===== src/design/mvm_pkg.sv =====
// Package with the shared constants and types of the matrix-vector multiplier.
`default_nettype none

package mvm_pkg;

	// Operation codes carried by an input request.
	localparam logic OP_LOAD   = 1'b0;
	localparam logic OP_MATRIX = 1'b1;

	// Configuration register indexes.
	localparam int          CFG_IDX_W = 1;
	localparam logic [0:0]  REG_COLS  = 1'b0;
	localparam logic [0:0]  REG_ROWS  = 1'b1;

	// Register widths and reset values.
	localparam int          COLS_W      = 7;
	localparam int          ROWS_W      = 11;
	localparam int          CFG_DATA_W  = 11;
	localparam logic [6:0]  COLS_RESET  = 7'd32;
	localparam logic [10:0] ROWS_RESET  = 11'd25;

	// Payload widths.
	localparam int ELEM_W   = 16;
	localparam int PROD_W   = 32;
	localparam int SUM_W    = 40;
	localparam int ROW_IX_W = 10;

	// Matrix element on its way from the position logic to the MAC.
	typedef struct packed {
		logic                     valid;
		logic signed [ELEM_W-1:0] element_value;
		logic                     last_col;
		logic                     last_row;
		logic [ROW_IX_W-1:0]      row_index;
	} mvm_item_t;

endpackage

`default_nettype wire


===== src/design/mvm_ifs.sv =====
// Handshake channel interfaces of the matrix-vector multiplier.
`default_nettype none

interface mvm_in_if;
	import mvm_pkg::*;
	logic                     valid;
	logic                     ready;
	logic                     operation;
	logic signed [ELEM_W-1:0] element_value;
	modport source (output valid, output operation, output element_value, input ready);
	modport sink   (input valid, input operation, input element_value, output ready);
endinterface

interface mvm_out_if;
	import mvm_pkg::*;
	logic                     valid;
	logic                     ready;
	logic signed [SUM_W-1:0]  row_sum;
	logic [ROW_IX_W-1:0]      row_index;
	logic                     last_row;
	modport source (output valid, output row_sum, output row_index, output last_row,
		input ready);
	modport sink   (input valid, input row_sum, input row_index, input last_row,
		output ready);
endinterface

interface mvm_cfg_if;
	import mvm_pkg::*;
	logic                  valid;
	logic                  ready;
	logic [CFG_IDX_W-1:0]  index;
	logic [CFG_DATA_W-1:0] data;
	modport source (output valid, output index, output data, input ready);
	modport sink   (input valid, input index, input data, output ready);
endinterface

`default_nettype wire


===== src/design/mvm_ram.sv =====
// Generic simple dual-port RAM with one write port and a registered read port.
`default_nettype none

module mvm_ram #(
	parameter int WIDTH = 16,
	parameter int DEPTH = 64
) (
	input  wire                                 clk,
	input  wire                                 we,
	input  wire [(DEPTH > 1 ? $clog2(DEPTH) : 1)-1:0] waddr,
	input  wire [WIDTH-1:0]                     wdata,
	input  wire                                 re,
	input  wire [(DEPTH > 1 ? $clog2(DEPTH) : 1)-1:0] raddr,
	output logic [WIDTH-1:0]                    rdata
);

	logic [WIDTH-1:0] mem_q [DEPTH];

	// Write port.
	always_ff @(posedge clk) begin
		if (we) begin
			mem_q[waddr] <= wdata;
		end
	end

	// Registered read port.
	always_ff @(posedge clk) begin
		if (re) begin
			rdata <= mem_q[raddr];
		end
	end

endmodule

`default_nettype wire


===== src/design/mvm_ctrl.sv =====
// Configuration registers, load/column/row counters and vector memory addressing.
`default_nettype none

module mvm_ctrl #(
	parameter int MAX_COLS = 64,
	parameter int MAX_ROWS = 1024
) (
	input  wire                    clk,
	input  wire                    arst_n,
	mvm_cfg_if.sink                cfg,
	mvm_in_if.sink                 item,
	input  wire                    stall,
	output logic                   ram_we,
	output logic [(MAX_COLS > 1 ? $clog2(MAX_COLS) : 1)-1:0] ram_waddr,
	output logic [mvm_pkg::ELEM_W-1:0] ram_wdata,
	output logic                   ram_re,
	output logic [(MAX_COLS > 1 ? $clog2(MAX_COLS) : 1)-1:0] ram_raddr,
	output mvm_pkg::mvm_item_t     item_s1
);
	import mvm_pkg::*;

	localparam int CPW  = MAX_COLS > 1 ? $clog2(MAX_COLS) : 1;
	localparam int CNW  = $clog2(MAX_COLS + 1);
	localparam int CXW  = (CNW > COLS_W ? CNW : COLS_W) + 1;
	localparam int RPW  = MAX_ROWS > 1 ? $clog2(MAX_ROWS) : 1;
	localparam int RNW  = $clog2(MAX_ROWS + 1);
	localparam int RXW  = (RNW > ROWS_W ? RNW : ROWS_W) + 1;

	logic [COLS_W-1:0] cols_q;
	logic [ROWS_W-1:0] rows_q;
	logic [CPW-1:0]    load_pos_q;
	logic [CPW-1:0]    col_pos_q;
	logic [RPW-1:0]    row_pos_q;
	logic [CXW-1:0]    eff_cols;
	logic [RXW-1:0]    eff_rows;
	logic              accept;
	logic              is_load;
	logic              is_matrix;
	logic              load_last;
	logic              col_last;
	logic              row_last;

	// Configuration writes are taken at any time.
	assign cfg.ready = 1'b1;

	always_ff @(posedge clk or negedge arst_n) begin
		if (!arst_n) begin
			cols_q <= COLS_RESET;
			rows_q <= ROWS_RESET;
		end else if (cfg.valid) begin
			unique case (cfg.index)
				REG_COLS: cols_q <= cfg.data[COLS_W-1:0];
				REG_ROWS: rows_q <= cfg.data[ROWS_W-1:0];
			endcase
		end
	end

	// Clamp the register values to the range the memory and counters support.
	always_comb begin
		if (cols_q == '0) begin
			eff_cols = CXW'(1);
		end else if (CXW'(cols_q) > CXW'(MAX_COLS)) begin
			eff_cols = CXW'(MAX_COLS);
		end else begin
			eff_cols = CXW'(cols_q);
		end
		if (rows_q == '0) begin
			eff_rows = RXW'(1);
		end else if (RXW'(rows_q) > RXW'(MAX_ROWS)) begin
			eff_rows = RXW'(MAX_ROWS);
		end else begin
			eff_rows = RXW'(rows_q);
		end
	end

	// The whole pipeline holds when a row sum cannot be placed in the output.
	assign item.ready = !stall;
	assign accept     = item.valid && !stall;
	assign is_load    = accept && (item.operation == OP_LOAD);
	assign is_matrix  = accept && (item.operation == OP_MATRIX);

	assign load_last = (CXW'(load_pos_q) + CXW'(1)) >= eff_cols;
	assign col_last  = (CXW'(col_pos_q) + CXW'(1)) >= eff_cols;
	assign row_last  = (RXW'(row_pos_q) + RXW'(1)) >= eff_rows;

	// Vector loads write the memory; matrix elements read their column's entry.
	assign ram_we    = is_load;
	assign ram_waddr = load_pos_q;
	assign ram_wdata = item.element_value;
	assign ram_re    = is_matrix;
	assign ram_raddr = col_pos_q;

	// Position counters.
	always_ff @(posedge clk or negedge arst_n) begin
		if (!arst_n) begin
			load_pos_q <= '0;
			col_pos_q  <= '0;
			row_pos_q  <= '0;
		end else begin
			if (is_load) begin
				load_pos_q <= load_last ? '0 : load_pos_q + CPW'(1);
			end
			if (is_matrix) begin
				col_pos_q <= col_last ? '0 : col_pos_q + CPW'(1);
				if (col_last) begin
					row_pos_q <= row_last ? '0 : row_pos_q + RPW'(1);
				end
			end
		end
	end

	// Stage 1: element waits for the memory read.
	always_ff @(posedge clk or negedge arst_n) begin
		if (!arst_n) begin
			item_s1 <= '0;
		end else begin
			if (!stall) begin
				item_s1.valid <= is_matrix;
			end
			if (is_matrix) begin
				item_s1.element_value <= item.element_value;
				item_s1.last_col      <= col_last;
				item_s1.last_row      <= row_last;
				item_s1.row_index     <= ROW_IX_W'(row_pos_q);
			end
		end
	end

endmodule

`default_nettype wire


===== src/design/mvm_mac.sv =====
// Multiplier, row accumulator and output register of the matrix-vector multiplier.
`default_nettype none

module mvm_mac (
	input  wire                        clk,
	input  wire                        arst_n,
	input  wire mvm_pkg::mvm_item_t    item_s1,
	input  wire [mvm_pkg::ELEM_W-1:0]  vec_data,
	output logic                       stall,
	mvm_out_if.source                  result
);
	import mvm_pkg::*;

	logic                     valid_s2;
	logic signed [PROD_W-1:0] prod_s2;
	logic                     last_col_s2;
	logic                     last_row_s2;
	logic [ROW_IX_W-1:0]      row_index_s2;
	logic signed [SUM_W-1:0]  acc_q;
	logic signed [SUM_W-1:0]  sum;
	logic signed [ELEM_W-1:0] vec_elem;
	logic                     emit;

	assign vec_elem = signed'(vec_data);

	// A row end stalls only while the output register holds an untaken sum.
	assign stall = valid_s2 && last_col_s2 && result.valid && !result.ready;
	assign emit  = valid_s2 && last_col_s2 && !stall;

	// Stage 2: exact Q16.16 product.
	always_ff @(posedge clk or negedge arst_n) begin
		if (!arst_n) begin
			valid_s2 <= 1'b0;
		end else if (!stall) begin
			valid_s2 <= item_s1.valid;
		end
	end

	always_ff @(posedge clk) begin
		if (!stall && item_s1.valid) begin
			prod_s2      <= PROD_W'(item_s1.element_value * vec_elem);
			last_col_s2  <= item_s1.last_col;
			last_row_s2  <= item_s1.last_row;
			row_index_s2 <= item_s1.row_index;
		end
	end

	// Row accumulator, cleared as each row sum leaves.
	assign sum = acc_q + SUM_W'(prod_s2);

	always_ff @(posedge clk or negedge arst_n) begin
		if (!arst_n) begin
			acc_q <= '0;
		end else if (valid_s2 && !stall) begin
			acc_q <= last_col_s2 ? '0 : sum;
		end
	end

	// Output register.
	always_ff @(posedge clk or negedge arst_n) begin
		if (!arst_n) begin
			result.valid <= 1'b0;
		end else if (emit) begin
			result.valid <= 1'b1;
		end else if (result.ready) begin
			result.valid <= 1'b0;
		end
	end

	always_ff @(posedge clk) begin
		if (emit) begin
			result.row_sum   <= sum;
			result.row_index <= row_index_s2;
			result.last_row  <= last_row_s2;
		end
	end

`ifndef NO_ASSERTIONS
	// A stalled row end is still there in the next cycle.
	a_stall_holds: assert property (@(posedge clk) disable iff (!arst_n)
		stall |=> valid_s2 && last_col_s2)
		else $error("stalled row end was lost");

	// Only a row end can stall the pipeline.
	a_stall_row_end: assert property (@(posedge clk) disable iff (!arst_n)
		(valid_s2 && !last_col_s2) |-> !stall)
		else $error("mid-row element stalled");

	// The accumulator starts each row from zero.
	a_acc_cleared: assert property (@(posedge clk) disable iff (!arst_n)
		emit |=> acc_q == '0)
		else $error("accumulator not cleared after row sum");

	// A new row sum always lands in the output register.
	a_emit_valid: assert property (@(posedge clk) disable iff (!arst_n)
		emit |=> result.valid)
		else $error("row sum not presented");
`endif

endmodule

`default_nettype wire


===== src/design/matrix_vector_multiply.sv =====
// Top level of the streaming dense matrix-vector multiplier.
`default_nettype none

// Requests carry either a vector element (operation 0), written to the vector memory at the
// next load position, or a matrix element (operation 1) in row-major order, multiplied exactly
// by the stored vector element of its column and added to a 40-bit Q24.16 row accumulator.
// The block takes one request every cycle while not stalled. A row sum leaves once the last element
// of its row is taken, via memory read, multiply and accumulate into the output register; the input
// is held back only while a finished row sum meets an output register whose sum is not yet taken.
// The vector memory (MAX_COLS entries, one read and one write port) has no reset: every entry
// must be loaded before a matrix element reads it. Registers: index 0 is the column count, index
// 1 the row count; a count of zero acts as one and a count above the maximum as the maximum.
module matrix_vector_multiply #(
	parameter int MAX_COLS = 64,
	parameter int MAX_ROWS = 1024
) (
	input  wire       clk,
	input  wire       arst_n,
	mvm_cfg_if.sink   cfg,
	mvm_in_if.sink    item,
	mvm_out_if.source result
);
	import mvm_pkg::*;

	localparam int CPW = MAX_COLS > 1 ? $clog2(MAX_COLS) : 1;

	logic              ram_we;
	logic [CPW-1:0]    ram_waddr;
	logic [ELEM_W-1:0] ram_wdata;
	logic              ram_re;
	logic [CPW-1:0]    ram_raddr;
	logic [ELEM_W-1:0] ram_rdata;
	logic              stall;
	mvm_item_t         item_s1;

	// Counters and memory addressing.
	mvm_ctrl #(
		.MAX_COLS (MAX_COLS),
		.MAX_ROWS (MAX_ROWS)
	) u_ctrl (
		.clk       (clk),
		.arst_n    (arst_n),
		.cfg       (cfg),
		.item      (item),
		.stall     (stall),
		.ram_we    (ram_we),
		.ram_waddr (ram_waddr),
		.ram_wdata (ram_wdata),
		.ram_re    (ram_re),
		.ram_raddr (ram_raddr),
		.item_s1   (item_s1)
	);

	// Vector store.
	mvm_ram #(
		.WIDTH (ELEM_W),
		.DEPTH (MAX_COLS)
	) u_vec_ram (
		.clk   (clk),
		.we    (ram_we),
		.waddr (ram_waddr),
		.wdata (ram_wdata),
		.re    (ram_re),
		.raddr (ram_raddr),
		.rdata (ram_rdata)
	);

	// Multiply-accumulate and output.
	mvm_mac u_mac (
		.clk      (clk),
		.arst_n   (arst_n),
		.item_s1  (item_s1),
		.vec_data (ram_rdata),
		.stall    (stall),
		.result   (result)
	);

endmodule

`default_nettype wire

===== src/flat_wrapper.sv =====
// flat-port wrapper written by rule: the top's interface ports become plain ports
module matrix_vector_multiply_flat import mvm_pkg::*;
#(
	parameter int MAX_COLS = 64,
	parameter int MAX_ROWS = 1024
)
  (clk, arst_n, cfg_valid, cfg_index, cfg_data, cfg_ready, item_valid, item_operation, item_element_value, item_ready, result_valid, result_row_sum, result_row_index, result_last_row, result_ready);
  mvm_cfg_if cfg_i ();
  mvm_in_if item_i ();
  mvm_out_if result_i ();
  input  wire clk;
  input  wire arst_n;
  input wire logic [$bits(cfg_i.valid)-1:0] cfg_valid;
  input wire logic [$bits(cfg_i.index)-1:0] cfg_index;
  input wire logic [$bits(cfg_i.data)-1:0] cfg_data;
  output wire logic [$bits(cfg_i.ready)-1:0] cfg_ready;
  input wire logic [$bits(item_i.valid)-1:0] item_valid;
  input wire logic [$bits(item_i.operation)-1:0] item_operation;
  input wire logic [$bits(item_i.element_value)-1:0] item_element_value;
  output wire logic [$bits(item_i.ready)-1:0] item_ready;
  output wire logic [$bits(result_i.valid)-1:0] result_valid;
  output wire logic [$bits(result_i.row_sum)-1:0] result_row_sum;
  output wire logic [$bits(result_i.row_index)-1:0] result_row_index;
  output wire logic [$bits(result_i.last_row)-1:0] result_last_row;
  input wire logic [$bits(result_i.ready)-1:0] result_ready;
  assign cfg_i.valid = cfg_valid;
  assign cfg_i.index = cfg_index;
  assign cfg_i.data = cfg_data;
  assign cfg_ready = cfg_i.ready;
  assign item_i.valid = item_valid;
  assign item_i.operation = item_operation;
  assign item_i.element_value = item_element_value;
  assign item_ready = item_i.ready;
  assign result_valid = result_i.valid;
  assign result_row_sum = result_i.row_sum;
  assign result_row_index = result_i.row_index;
  assign result_last_row = result_i.last_row;
  assign result_i.ready = result_ready;
  matrix_vector_multiply #(.MAX_COLS(MAX_COLS), .MAX_ROWS(MAX_ROWS)) u_core (.clk(clk), .arst_n(arst_n), .cfg(cfg_i), .item(item_i), .result(result_i));
endmodule

===== config.mk =====
export PLATFORM = sky130hd
export DESIGN_NAME = matrix_vector_multiply_flat
export DESIGN_NICKNAME = d
export VERILOG_FILES = /design/src/design/mvm_pkg.sv /design/src/design/mvm_ifs.sv /design/src/design/mvm_ram.sv /design/src/design/mvm_ctrl.sv /design/src/design/mvm_mac.sv /design/src/design/matrix_vector_multiply.sv /design/src/flat_wrapper.sv
export SDC_FILE = /design/constraint.sdc
export NUM_CORES = 2
export LEC_CHECK = 0
export BUFFER_PORTS_ARGS = -buffer_cell sky130_fd_sc_hd__buf_4
export CAP_MARGIN = 20
export CORE_MARGIN = 2
export CORE_UTILIZATION = 55
export DETAILED_ROUTE_END_ITERATION = 8
export GPL_ROUTABILITY_DRIVEN = 0
export GPL_TIMING_DRIVEN = 0
export PLACE_DENSITY = 0.7
export SETUP_SLACK_MARGIN = 0.5
export SLEW_MARGIN = 0
export SYNTH_ARGS = -nofsm -noshare
export SYNTH_HDL_FRONTEND = slang
export SYNTH_HIERARCHICAL = 1
export SYNTH_SLANG_ARGS = --single-unit

===== constraint.sdc =====
create_clock -name clk -period 9.3 [get_ports clk]
set_input_delay 2.325 -clock clk [delete_from_list [all_inputs] [get_ports clk]]
set_output_delay 2.325 -clock clk [all_outputs]
set_load 0.02 [all_outputs]

==> impl_metrics.ini <==
[logic_synthesis]
synth_compound_area_share_pct = 5.00
synth_cell_types = 99
ys.flop_type = edfxtp_1
synth_nets = 4270
async_flop_share_pct = 8.91
syn_area_per_cell_um2 = 15.8
synth_top_family_by_area = adder cells
yosysSeqAreaShare_pct = 61.0
syn_area_um2 = 60400
yosys_warnings = 6
synthAdderAreaFrac_pct = 11.8
synth-xor-area-share_pct = 1.31
postSynthCellCount = 3824
muxShareOfSynthArea_pct = 10.7
synth_edf_count = 1135
synth_seq_cells = 1246
yosys.area_share.simple_pct = 6.36

[grt]
antenna_found_initial = 3
grt_use_total_pct = 27.8
grt_pass1_wl_um = 227000
grt_overflow = 0
grt_max_degree = 86
grt_pass1_vias = 35164

[drt]
wl_per_cell_um = 27.2
dr_total_vias = 34297
drc = 0
routed_via_density = 6.12
ant_nets = 0
routed_wl_um = 153000
drt_iter0_markers = 3715
dr.pass1.iters = 5

[critical_path]
cp.arrival_ns = 7.85
rrSetupSlack_ns = 1.92
cp-end-kind = register
crit_end = u_core/u_mac/prod_s2[30]
rr_worst_depth = 22
worstPathRequired_ns = 9.77
worstPathMaxFanout = 10
reg2reg_to = u_core/u_mac/prod_s2[30]
r2r-start = u_core/u_ctrl/item_s1[27]
critPathKind = reg -> reg
critPathLaunchType = register
cp-startpoint = u_core/u_ctrl/item_s1[27]

[die]
row_count = 121
die_area_um2 = 113000
core_um2 = 109000
die_h_um = 335
die_w_um = 335
initial_core_util_pct = 55.5
io_pins = 88

[cts]
cts-root-buf = clkbuf_16
cts_resized = 0
cts_made_buffers = 130
cts_max_level = 4
hold_buffers = 0
cts_sinks = 1246
cts_tree = yes
cts_setup_buffers = 0
clockBufferDepth = 3
clk_pin_slew_ns = 0.06
clkLatencyLatePin_ns = 0.74

[cells_and_area]
syn_to_final_growth_pct = 12.5
final_net_count = 4536
drive_gt1_share_pct = 19.6
nFillCells = 7818

[sta]
slew_headroom_pct = 29.4
finalHoldViolCount = 0
worst_pin_slew_ns = 1.06
fmax_mhz = 136
setup-violations-final = 0
min_period_ns = 7.38
fin_skew_ns = 0.0446
finalMaxSlewViolations = 0
tns_ns = 0
period_share_pct = 79.3
rsz0062_at_grt = no

[min_path]
holdPathStages = 0
hp-class = reg -> reg

[place]
hpwl_um = 105000
portBuffers = 86

[run_status]
status = finished, final reports clean

[run]
max_cap_violations = 0
==> flip-flops by register name (all words and copies together) (netlist names), 6 cells and up <==
name,count
u_core/u_ctrl/item_s1,29
u_core/u_ctrl/ram_raddr,6
u_core/u_ctrl/rows_q,11
u_core/u_mac/prod_s2,32
u_core/u_mac/acc_q,40
u_core/u_ctrl/ram_waddr,6
u_core/u_vec_ram/mem_q,1024
u_core/u_mac/result.row_sum,40
u_core/u_ctrl/cols_q,7
u_core/u_ctrl/row_pos_q,10
u_core/u_vec_ram/rdata,16
u_core/u_mac/result.row_index,10
u_core/u_mac/row_index_s2,10
==> Yosys cell counts, drive strengths merged (73+ instances only) <==
library cell     n  area, µm²
edfxtp        1135      34100
and2           137        858
ha             149       1860
o21ai           73        377
mux2i           87        871
nor2           140        546
fa             263       5270
a21oi           94        497
mux4           224       5060
inv            322       1210
buf            109        832
dfrtp          107       2680
clkbuf          77        295
nand2          333       1270
==> cells in the final DEF, fill, tap and decap left out, types with 74 or more instances in the layout <==
master	synthesis	routed
dfrtp_1	107	107
and2_1	136	135
ha_1	149	149
a21oi_1	87	87
nand2_1	330	330
mux4_2	220	220
inv_1	320	320
buf_4	30	117
nor2_1	136	74
edfxtp_1	1135	1135
clkbuf_1	74	99
fa_1	263	263
mux2i_1	87	87
clkbuf_16	0	134
==> per-layer routing <==
metal  vias up  part of all wire (%)  track usage (%)
met5         -                0.0092                0
met4         2                   4.5             12.0
met3       322                   7.4             4.52
met2      1570                    49             46.1
met1     17726                    39             36.5
li1      14677                     -                -
==> through the flow <==
step | cells | hold slack [ns] | util, % | setup slack [ns] | cell area, µm²
6_report | 5604 | 0.413 | 62.5 | 1.92 | 68000
2_1_floorplan | 3824 | 0.400 | - | 2.88 | 60400
3_3_place_gp | 5324 | 0.402 | 57.7 | 1.96 | 62900
4_1_cts | 5602 | 0.414 | 62.5 | 1.98 | 68000
3_5_place_dp | 5372 | 0.405 | 58.6 | 1.98 | 63800
5_1_grt | 5602 | 0.426 | 62.5 | 1.49 | 68000
==> cell families (layout without fill, tap and decap cells) <==
kind of cell | Yosys count | count (layout)
xor gates and xnor gates | 89 | 89
muxes | 356 | 356
other | 1 | 3
and+or+nand+nor | 790 | 790
adders and majority gates | 412 | 412
buffers and inverters | 509 | 873
AOI/OAI and AO/OA | 421 | 421
DFF | 1246 | 1246
==> cell type report <==
class	instances	area, µm²	area share [%]
well taps	1414	1770	2.60
flip-flops and latches	1246	36900	54.2
clock buffers	160	3460	5.09
diodes	2	5.00	0.00736
inverters	323	1210	1.78
clock inverters	70	758	1.11
repair buffers	134	1420	2.08
multi-input cells	2069	21400	31.5
plain buffers	186	1130	1.66
==> worst max-delay path, cell delays in order (launching register included) <==
cell,delay [ns]
dfrtp_1,0.57
clkbuf_1,0.46
nand2_1,0.18
inv_1,0.16
fa_1,0.55
fa_1,0.87
fa_1,0.52
fa_1,0.51
fa_1,0.49
inv_1,0.05
fa_1,0.53
inv_1,0.05
ha_1,0.28
clkbuf_1,0.19
nand4_1,0.30
inv_1,0.07
a221o_1,0.31
or3_1,0.33
o211ai_1,0.17
a21boi_1,0.10
o21ai_1,0.15
mux2i_1,0.19
nand2_1,0.09
==> worst min path at each step <==
stage,to,startpoint
CTS,u_core/u_mac/result.row_index[2],u_core/u_mac/row_index_s2[2]
floorplan,u_core/u_mac/result.last_row,u_core/u_mac/last_row_s2
global route,u_core/u_mac/result.row_index[1],u_core/u_mac/row_index_s2[1]
global placement,u_core/u_mac/result.row_index[9],u_core/u_mac/row_index_s2[9]
detailed placement,u_core/u_mac/result.row_index[2],u_core/u_mac/row_index_s2[2]
finish,u_core/u_mac/result.row_index[2],u_core/u_mac/row_index_s2[2]
Power is left out: the tool's default activity adds up to more than one toggle a clock period on the data nets, which glitch-free logic cannot reach.
